## src/rtl/sstd_pkg.sv

```systemverilog
// shared types, constants and the character font for the seven-segment text display
// no dependencies
package sstd_pkg;

  localparam int unsigned StoreDepth = 8;
  localparam int unsigned IdxW       = 3;
  localparam int unsigned PosW       = 4;

  localparam logic [7:0] SegBlank = 8'hff;
  localparam logic [7:0] DotClear = 8'h7f;

  localparam logic [7:0] CharZero  = 8'h30;
  localparam logic [7:0] CharNine  = 8'h39;
  localparam logic [7:0] CharDot   = 8'h2e;
  localparam logic [7:0] CharSpace = 8'h20;
  localparam logic [7:0] CharDash  = 8'h2d;
  localparam logic [7:0] CharA     = 8'h41;
  localparam logic [7:0] CharB     = 8'h42;
  localparam logic [7:0] CharC     = 8'h43;
  localparam logic [7:0] CharD     = 8'h44;
  localparam logic [7:0] CharE     = 8'h45;
  localparam logic [7:0] CharF     = 8'h46;
  localparam logic [7:0] CharH     = 8'h48;
  localparam logic [7:0] CharL     = 8'h4c;
  localparam logic [7:0] CharN     = 8'h4e;
  localparam logic [7:0] CharP     = 8'h50;
  localparam logic [7:0] CharU     = 8'h55;

  localparam logic [7:0] DigitFont [10] = '{
    8'hc0, 8'hf9, 8'ha4, 8'hb0, 8'h99, 8'h92, 8'h82, 8'hf8, 8'h80, 8'h90
  };

  typedef enum logic {
    OpChar = 1'b0,
    OpTick = 1'b1
  } op_e;

  typedef struct packed {
    logic       valid;
    op_e        op;
    logic [7:0] char_code;
    logic       start_of_text;
  } beat_t;

  // active-low font, bits 0..6 = segments a..g, bit 7 = dot
  function automatic logic [7:0] font_of(input logic [7:0] c);
    logic [7:0] diff;
    logic [7:0] seg;
    diff = c - CharZero;
    case (c) inside
      [CharZero:CharNine]: seg = DigitFont[diff[3:0]];
      CharSpace:           seg = SegBlank;
      CharDash:            seg = 8'hbf;
      CharA:               seg = 8'h88;
      CharB:               seg = 8'h83;
      CharC:               seg = 8'hc6;
      CharD:               seg = 8'ha1;
      CharE:               seg = 8'h86;
      CharF:               seg = 8'h8e;
      CharH:               seg = 8'h89;
      CharL:               seg = 8'hc7;
      CharN:               seg = 8'hc8;
      CharP:               seg = 8'h8c;
      CharU:               seg = 8'hc1;
      default:             seg = SegBlank;
    endcase
    return seg;
  endfunction

endpackage

```

## src/rtl/seven_segment_text_display.sv

```systemverilog
// seven-segment text display controller, top level
// depends on sstd_pkg, sstd_in_reg, sstd_store, sstd_scan
//
//  channel | direction | handshake              | payload
//  --------+-----------+------------------------+----------------------------------------
//  in      | sink      | in_valid_i/in_ready_o  | op_i, char_code_i, start_of_text_i
//  out     | source    | out_valid_o/out_ready_i| segments_o, digit_enable_o, digit_index_o
//
// one beat per cycle in while in_ready_o is high; a beat is held in the input register,
// then a tick lands in the result register and raises out_valid_o.
// a character beat updates the digit store and gives no result.
// reset clears the store to blank, the write and scan positions and both valids.
// a stalled result holds a tick beat in the input register and every beat behind it;
// character beats pass freely while no tick waits there.
module seven_segment_text_display import sstd_pkg::*; #(
  parameter int unsigned DIGIT_COUNT = 8
) (
  input  logic       clk_i,
  input  logic       rst_ni,
  input  logic       in_valid_i,
  output logic       in_ready_o,
  input  logic       op_i,
  input  logic [7:0] char_code_i,
  input  logic       start_of_text_i,
  output logic       out_valid_o,
  input  logic       out_ready_i,
  output logic [7:0] segments_o,
  output logic [7:0] digit_enable_o,
  output logic [2:0] digit_index_o
);

  beat_t           beat;
  logic            scan_ready;
  logic            advance;
  logic            wr_en;
  logic            tick;
  logic [IdxW-1:0] scan_idx;
  logic [7:0]      rd_data;

  assign advance = beat.valid && (beat.op == OpChar || scan_ready);
  assign wr_en   = beat.valid && beat.op == OpChar;
  assign tick    = beat.valid && beat.op == OpTick && scan_ready;

  sstd_in_reg u_in_reg (
    .clk_i           (clk_i),
    .rst_ni          (rst_ni),
    .in_valid_i      (in_valid_i),
    .in_ready_o      (in_ready_o),
    .op_i            (op_i),
    .char_code_i     (char_code_i),
    .start_of_text_i (start_of_text_i),
    .advance_i       (advance),
    .beat_o          (beat)
  );

  sstd_store #(
    .DIGIT_COUNT (DIGIT_COUNT)
  ) u_store (
    .clk_i           (clk_i),
    .rst_ni          (rst_ni),
    .wr_en_i         (wr_en),
    .char_code_i     (beat.char_code),
    .start_of_text_i (beat.start_of_text),
    .rd_idx_i        (scan_idx),
    .rd_data_o       (rd_data)
  );

  sstd_scan #(
    .DIGIT_COUNT (DIGIT_COUNT)
  ) u_scan (
    .clk_i          (clk_i),
    .rst_ni         (rst_ni),
    .tick_i         (tick),
    .ready_o        (scan_ready),
    .scan_idx_o     (scan_idx),
    .rd_data_i      (rd_data),
    .out_valid_o    (out_valid_o),
    .out_ready_i    (out_ready_i),
    .segments_o     (segments_o),
    .digit_enable_o (digit_enable_o),
    .digit_index_o  (digit_index_o)
  );

endmodule

```

## src/rtl/sstd_in_reg.sv

```systemverilog
// input register for the seven-segment text display
// depends on sstd_pkg
module sstd_in_reg import sstd_pkg::*; (
  input  logic       clk_i,
  input  logic       rst_ni,
  input  logic       in_valid_i,
  output logic       in_ready_o,
  input  logic       op_i,
  input  logic [7:0] char_code_i,
  input  logic       start_of_text_i,
  input  logic       advance_i,
  output beat_t      beat_o
);

  logic       valid_q, valid_d;
  op_e        op_q;
  logic [7:0] char_q;
  logic       start_q;
  logic       accept;

  assign in_ready_o = !valid_q || advance_i;
  assign accept     = in_valid_i && in_ready_o;

  always_comb begin
    valid_d = valid_q;
    if (accept) begin
      valid_d = 1'b1;
    end else if (advance_i) begin
      valid_d = 1'b0;
    end
  end

  always_ff @(posedge clk_i or negedge rst_ni) begin
    if (!rst_ni) begin
      valid_q <= 1'b0;
    end else begin
      valid_q <= valid_d;
    end
  end

  always_ff @(posedge clk_i) begin
    if (accept) begin
      op_q    <= op_e'(op_i);
      char_q  <= char_code_i;
      start_q <= start_of_text_i;
    end
  end

  assign beat_o = '{valid: valid_q, op: op_q, char_code: char_q, start_of_text: start_q};

endmodule

```

## src/rtl/sstd_store.sv

```systemverilog
// digit store with write pointer and dot merging
// depends on sstd_pkg
module sstd_store import sstd_pkg::*; #(
  parameter int unsigned DIGIT_COUNT = 8
) (
  input  logic            clk_i,
  input  logic            rst_ni,
  input  logic            wr_en_i,
  input  logic [7:0]      char_code_i,
  input  logic            start_of_text_i,
  input  logic [IdxW-1:0] rd_idx_i,
  output logic [7:0]      rd_data_o
);

  logic [7:0]      store_q [StoreDepth];
  logic [7:0]      store_d [StoreDepth];
  logic [PosW-1:0] wpos_q, wpos_d;
  logic            merge_q, merge_d;
  logic [PosW-1:0] wpos_base;
  logic            merge_base;
  logic [PosW-1:0] wpos_prev;

  always_comb begin
    wpos_base  = start_of_text_i ? '0 : wpos_q;
    merge_base = start_of_text_i ? 1'b0 : merge_q;
    wpos_prev  = wpos_base - PosW'(1);
    store_d    = store_q;
    wpos_d     = wpos_q;
    merge_d    = merge_q;
    if (wr_en_i) begin
      wpos_d = wpos_base;
      if (char_code_i == CharDot && merge_base) begin
        // dot lights the previous digit instead of taking a position
        store_d[wpos_prev[IdxW-1:0]] = store_q[wpos_prev[IdxW-1:0]] & DotClear;
        merge_d = 1'b0;
      end else if (wpos_base < PosW'(DIGIT_COUNT)) begin
        store_d[wpos_base[IdxW-1:0]] = font_of(char_code_i);
        wpos_d  = wpos_base + PosW'(1);
        merge_d = 1'b1;
      end else begin
        merge_d = 1'b0;
      end
    end
  end

  always_ff @(posedge clk_i or negedge rst_ni) begin
    if (!rst_ni) begin
      for (int i = 0; i < StoreDepth; i++) begin
        store_q[i] <= SegBlank;
      end
      wpos_q  <= '0;
      merge_q <= 1'b0;
    end else begin
      store_q <= store_d;
      wpos_q  <= wpos_d;
      merge_q <= merge_d;
    end
  end

  assign rd_data_o = store_q[rd_idx_i];

endmodule

```

## src/rtl/sstd_scan.sv

```systemverilog
// scan counter and result register
// depends on sstd_pkg
module sstd_scan import sstd_pkg::*; #(
  parameter int unsigned DIGIT_COUNT = 8
) (
  input  logic            clk_i,
  input  logic            rst_ni,
  input  logic            tick_i,
  output logic            ready_o,
  output logic [IdxW-1:0] scan_idx_o,
  input  logic [7:0]      rd_data_i,
  output logic            out_valid_o,
  input  logic            out_ready_i,
  output logic [7:0]      segments_o,
  output logic [7:0]      digit_enable_o,
  output logic [2:0]      digit_index_o
);

  logic [IdxW-1:0] scan_q, scan_d;
  logic            valid_q, valid_d;
  logic [7:0]      seg_q;
  logic [7:0]      en_q;
  logic [IdxW-1:0] idx_q;

  // result slot is free, or is emptied this cycle
  assign ready_o = !valid_q || out_ready_i;

  always_comb begin
    scan_d  = scan_q;
    valid_d = valid_q;
    if (out_ready_i) begin
      valid_d = 1'b0;
    end
    if (tick_i) begin
      valid_d = 1'b1;
      scan_d  = (scan_q == IdxW'(DIGIT_COUNT - 1)) ? '0 : scan_q + IdxW'(1);
    end
  end

  always_ff @(posedge clk_i or negedge rst_ni) begin
    if (!rst_ni) begin
      scan_q  <= '0;
      valid_q <= 1'b0;
    end else begin
      scan_q  <= scan_d;
      valid_q <= valid_d;
    end
  end

  always_ff @(posedge clk_i) begin
    if (tick_i) begin
      seg_q <= rd_data_i;
      en_q  <= 8'(1) << scan_q;
      idx_q <= scan_q;
    end
  end

  assign scan_idx_o     = scan_q;
  assign out_valid_o    = valid_q;
  assign segments_o     = seg_q;
  assign digit_enable_o = en_q;
  assign digit_index_o  = idx_q;

endmodule
```

## config.mk

```make
export PLATFORM = sky130hd
export DESIGN_NAME = seven_segment_text_display
export DESIGN_NICKNAME = d
export VERILOG_FILES = /design/src/rtl/sstd_pkg.sv /design/src/rtl/seven_segment_text_display.sv /design/src/rtl/sstd_in_reg.sv /design/src/rtl/sstd_store.sv /design/src/rtl/sstd_scan.sv
export SDC_FILE = /design/constraint.sdc
export NUM_CORES = 1
export LEC_CHECK = 0
export BUFFER_PORTS_ARGS = -buffer_cell sky130_fd_sc_hd__buf_2
export CORE_AREA = 2 2 76 150
export CTS_CLUSTER_SIZE = 24
export DETAILED_ROUTE_END_ITERATION = 7
export DIE_AREA = 0 0 78 152
export MAX_ROUTING_LAYER = met4
export PLACE_DENSITY = 0.81
export RECOVER_POWER = 100
export SLEW_MARGIN = 0
export SYNTH_ARGS = -nofsm -noshare
export SYNTH_HDL_FRONTEND = slang
export SYNTH_SLANG_ARGS = --single-unit
```

## constraint.sdc

```tcl
create_clock -name clk_i -period 3.6 [get_ports clk_i]
set_clock_uncertainty 0.1 [all_clocks]
set_input_delay 0.72 -clock clk_i [delete_from_list [all_inputs] [get_ports clk_i]]
set_output_delay 0.72 -clock clk_i [all_outputs]
set_load 0.02 [all_outputs]
```

Word level (Yosys, flattened, before mapping). Memory sizes are Yosys's and may differ from the RTL's. Index checks and enable logic that the tools add are counted. W data, S select, Z words.

Bits in registers: 103. Latch bits: 0. RAM bits: 0. ROM bits: 128. Input bits: 14. Memories kept: 1.

$add $sub $neg: 4. $mul: 0. Div/mod/pow operators: 0. Order comparisons: 9. Equality and inequality tests: 15. Shifts and indexed selects: 1. Multiplexer cells: 44. Bitwise operators: 5. Reductions and logical operators: 18.

Memory list: (no name shown) (words 16, width 8, read ports 1, clocked after Yosys merged registers in 0, write ports 0, line sstd_pkg.sv:51) `[CharZero:CharNine]: seg = DigitFont[diff[3:0]];`.

Operators by type and width (count): $mux W8 (22); $bwmux W64 (2); $mux W64 (2); $eq A8 B7 Y1 const B (11); $bmux W8 S3 (2); $demux W8 S3 (2); $eq A8 B6 Y1 const B (3); $mux W7 (2); $ge A4 B4 Y1 const B (3); $mux W4 (3); $not A3 Y4 (3); $logic_and A1 B1 Y1 (9); $ge A8 B6 Y1 const B (1); $le A8 B6 Y1 const B (1); $lt A4 B1 Y1 const B (2); $shl A1 B3 Y8 const A (1); $mux W1 (7); $mux W6 (1); $reduce_bool A2 Y1 (3); $ge A5 B5 Y1 const B (1); $not A4 Y5 (1); $add A4 B1 Y4 const B (1); $lt A4 B4 Y1 const B (1); $sub A4 B1 Y4 const B (1); other kinds (8) (11).

Depth between registers and ports, before layout.
Word-level depth: 21. Gate-level depth with buffers: 10. Depth with buffers taken out: 7.

Hierarchy. Synthesis repeated with hierarchy kept, for this count alone.

Cells, all modules: 611. Area total of the unflattened synthesis: 6132.1 sq um.

Modules (own cells, without submodules): sstd_store (times used 1, cells each 545, area an instance 4890.9 sq um, seq. area each 1806.7 sq um); sstd_scan (times used 1, cells each 45, area an instance 837.1 sq um, seq. area each 670.6 sq um); sstd_in_reg (times used 1, cells each 17, area an instance 376.6 sq um, seq. area each 325.3 sq um); seven_segment_text_display (times used 1, cells each 4, area an instance 27.5 sq um, seq. area each 0.0 sq um).

Worst setup path before layout. OpenSTA, ideal clock, no wires.

Kind: reg-to-reg. Start: register u_in_reg.start_q. End: register u_store.store_q[34] (netlist name). Library setup time: 0.101 ns. Data arrival time: 2.391 ns. Slack: 1.008 ns. Cell stages (with the launch flop): 10. Buffers on the path: 2. Clock period less this slack: 2.592 ns. Path through: edfxtp_1 -> nand2b_1 -> clkbuf_1 -> buf_2 -> ha_1 -> and2_1 -> mux2i_1 -> o22ai_1 -> nor2_1 -> o221ai_1.

Longest elaborated chain between the ends: 9.

RTL lines: from (decl) (line sstd_in_reg.sv:18) `logic start_q;`; from (signal assigned) (line sstd_in_reg.sv:45) `start_q <= start_of_text_i;`; $mux W4 (line sstd_store.sv:24) `wpos_base = start_of_text_i ? '0 : wpos_q;`; $sub A3 B1 Y3 or $not A3 Y4 (tied branches) (line sstd_store.sv:26, sstd_store.sv:37); $not A3 Y4 (implied by the code) (tied with other cells) (line sstd_store.sv:34) `store_d[wpos_prev[IdxW-1:0]] = store_q[wpos_prev[IdxW-1:0]] & DotClear;`; $ge A4 B4 Y1 (implied by the code) (tied with other cells) (line sstd_store.sv:34); $logic_and A1 B1 Y1 (implied by the code) or $mux W8 (tied branches) (line sstd_store.sv:34, sstd_store.sv:37); $mux W8 (implied by the code) or $demux W8 S3 (tied branches) (line sstd_store.sv:34, sstd_store.sv:37); $demux W8 S3 or $bwmux W64 (tied branches) (line sstd_store.sv:34, sstd_store.sv:37); $bwmux W64 or $mux W64 (tied branches) (line sstd_store.sv:34, sstd_store.sv:36); $mux W64 (line sstd_store.sv:32) `if (char_code_i == CharDot && merge_base) begin`; to (signal, indexed assignment) (line sstd_store.sv:49) `store_q[i] <= SegBlank;`; to (signal assigned) (line sstd_store.sv:54) `store_q <= store_d;`; to (decl) (line sstd_store.sv:15) `logic [7:0] store_q [StoreDepth];`.

Parallel ways exist; a longest one is shown, timed or not. The select of a mux whose other input is x is not followed. A chain may end at the register's enable or synchronous reset.

Final worst setup path.
Start: register u_in_reg.start_q. End: register u_store.store_q[4] (netlist name).

Same word-level chain as after synthesis.

==> out/metrics.csv <==
stage,metric,value,unit
synthesis,syn_nets,622,
floorplan,die_area,11900,µm²
cts,cts_tree,built,
worst_setup_path,endpoint_kind,register,
cts,clkSinkCount,103,
global_routing,grt_pass1_vias,5642,
floorplan,ios,35,
worst_setup_path,worstSetupStartpointType,register,
floorplan,initial_utilization,58.2,%
sta,period_share,92.0,%
sta,tightest_slew,1.89,ns
cts,cts_resized,0,
synthesis,async_flop_share,71.8,%
placed_design,placed_cells,750,
worst_setup_path,crit_arrival,3.49,ns
floorplan,fp.dieH,152,µm
worst_setup_path,worstSetupStartpoint,u_in_reg.start_q$_DFFE_PP_,
detailed_routing,postRouteAntennaNets,0,
floorplan,coreArea,10800,µm²
sta,min_period,3.31,ns
cells_and_area,drive_gt1_share,24.0,%
sta,slew_headroom,-26.1,%
sta,setup_tns,0,ns
pwr,cellLeakagePower,2.54,nW
placed_design,place_hpwl,13800,µm
placed_design,placed_cell_area,6590,µm²
synthesis,synth.distinct_cells,62,
sta,rsz0062_at_grt,false,
cells_and_area,layout_common_cells,"o21ai_0 (73), dfstp_2 (64), nand2_1 (37)",
floorplan,die_w,78,µm
placed_design,io_buffers,34,
cts,clock_path_buffers,2,
synthesis,yosys.area.top_type,dfstp_2,
sta,setup_viol,0,
synthesis,netlist_instances,595,
synthesis,syn_area,6290,µm²
worst_setup_path,rr_startpoint,u_in_reg.start_q$_DFFE_PP_,
cells_and_area,diodes,0,
cts,root_buffer,clkbuf_16,
worst_setup_path,r2r_slack,0.29,ns
cells_and_area,area_delta_synth_final,8.87,%
cts,clkTransAtPathRegs,0.08,ns
cells_and_area,layout_commonest_cell,o21ai_0,
synthesis,post-synth-top-area-fraction,26.7,%
detailed_routing,drt_wl_total,18900,µm
cells_and_area,finalCoreUtilization,63.4,%
cts,clk_latency,0.36,ns
placed_design,globalplace.congestion,1.03,
synthesis,synth_edf_count,29,
sta,hold_violations,0,
run_status,violations,"capacitance limit, slew limit",
job,cap_violations,2,
pwr,ir_worst_vdd,347,µV
detailed_routing,drcViolationCount,0,
sta,fmax,0.302,GHz
synthesis,ys_warn_count,0,
cts,ctsHoldBuffers,0,
worst_setup_path,crit_fanout,9,
global_routing,grt-ovfl-total,0,
sta,final_max_slew_viol_count,97,
worst_setup_path,worstSetupPathType,reg2reg,
synthesis,synth_seq_area_share,44.5,%
worst_setup_path,r2r-end,u_store.store_q[4]$_DFFE_PN1P_,
detailed_routing,firstDrtPassIters,6,
min_path,timing.hold.worst.class,reg2reg,
floorplan,rows,54,
detailed_routing,avgRoutedWirePerCell,24.6,µm
detailed_routing,dr.first_iter.drc_count,555,
cts,cts_buffers,9,
detailed_routing,vias,5458,
cells_and_area,layout.cells.non_filler,766,
pwr,p_per_area,710,nW/µm²
global_routing,antenna_found_initial,0,
synthesis,synthTopCellsByArea,"dfstp_2 (27%), edfxtp_1 (14%), o21ai_0 (5.8%), mux4_2 (5.7%), mux2i_1 (5.6%)",
synthesis,synth_flop_cell,dfstp_2,
cts,cts-htree-levels,3,
worst_setup_path,crit_end,u_store.store_q[4]$_DFFE_PN1P_,
worst_setup_path,ff2ff_path_depth,7,
pwr,p_total,4.87,mW
synthesis,ys_ff_latch,103,
cells_and_area,final_nets,648,
global_routing,track_usage,33.6,%
synthesis,avgSynthCellArea,10.6,µm²
global_routing,grt_pass1_wl,29900,µm
global_routing,grt_max_degree,75,
detailed_routing,vias_per_cell,7.13,
cells_and_area,design_area,6850,µm²
run_status,status,"complete, but fails checks",
cts,post_cts_buffers,0,
worst_setup_path,required,3.78,ns
routing by layer:
metal  vias to the layer above  track usage, %  part of all wire [%]
li1                       2363               -                     -
met1                      2656            34.1                    33
met2                       319            56.9                    53
met3                       120            4.93                   5.8
met4                         0            25.2                   8.5
met5                         -               -                     0
critical path, cell delays in order, from the launching register on:
cell	delay (ns)
edfxtp_1	0.43
nand2b_2	0.21
ha_1	0.40
nor2b_1	0.21
mux2i_1	0.35
nor3_1	1.08
o21ai_0	0.28
o211ai_1	0.17
registers in the layout, summed over array words and instances, names as in the netlist:
register	cells
u_scan.segments_o	8
u_in_reg.char_q	8
u_in_reg.op_q	1
u_in_reg.valid_q	1
u_in_reg.start_q	1
u_store.merge_q	1
u_scan.scan_idx_o	3
u_store.wpos_q	4
u_scan.digit_enable_o	8
u_scan.digit_index_o	3
u_store.store_q	64
u_scan.out_valid_o	1
how the worst min path moves through the flow:
stage,cells past startpoint,startpoint,end
finish,2,u_store.store_q[31]$_DFFE_PN1P_,u_store.store_q[31]$_DFFE_PN1P_
global route,2,u_store.store_q[47]$_DFFE_PN1P_,u_store.store_q[47]$_DFFE_PN1P_
global placement,2,u_store.store_q[15]$_DFFE_PN1P_,u_store.store_q[15]$_DFFE_PN1P_
floorplan,0,rst_ni,u_in_reg.valid_q$_DFFE_PN0P_
CTS,2,u_store.store_q[31]$_DFFE_PN1P_,u_store.store_q[31]$_DFFE_PN1P_
detailed placement,2,u_store.store_q[63]$_DFFE_PN1P_,u_store.store_q[63]$_DFFE_PN1P_
logic make-up (layout without fill, tap and decap cells):
family	Yosys count	after routing	share of synthesized area [%]
multiplexers	65	65	13.9
buffers and inverters	50	81	3.76
AO/OA/AOI/OAI	195	195	20.6
flip-flops	103	103	44.5
adder cells (fa/ha/maj)	13	13	2.59
AND/OR/NAND/NOR	169	169	14.7
power by group:
group	switching [mW]	internal [mW]
Combinational	0.949	0.729
Clock	0.489	0.556
Sequential	0.361	1.78
Total	1.80	3.07
Yosys cell counts (12+ instances only):
| cell | count |
|---|---|
| o21ai_0 | 73 |
| dfstp_2 | 64 |
| nand2_1 | 37 |
| mux2i_1 | 35 |
| nand3_1 | 34 |
| o221ai_1 | 31 |
| edfxtp_1 | 29 |
| o211ai_1 | 25 |
| nor2_1 | 20 |
| clkbuf_1 | 18 |
| nand2b_1 | 17 |
| mux4_2 | 16 |
| o22ai_1 | 16 |
| inv_1 | 14 |
| a31oi_1 | 13 |
| ha_1 | 13 |
| mux2_2 | 12 |
layout make-up:
| type | instances | area, µm² |
|---|---|---|
| Fill cell | 899 | 3960 |
| Timing Repair Buffer | 51 | 258 |
| Clock inverter | 7 | 88.8 |
| Multi-Input combinational cell | 442 | 3250 |
| Clock buffer | 9 | 225 |
| Inverter | 14 | 52.6 |
| Tap cell | 140 | 175 |
| Sequential cell | 103 | 2800 |
through the flow:
step | worst slack (ns) | hold slack [ns]
after floorplan | 1.01 | 0.324
after global placement | 0.769 | 0.349
after detailed placement | 0.582 | 0.353
after CTS | 0.571 | 0.365
after global routing | 0.221 | 0.380
final | 0.287 | 0.363
(Power assumes the default switching activity.)
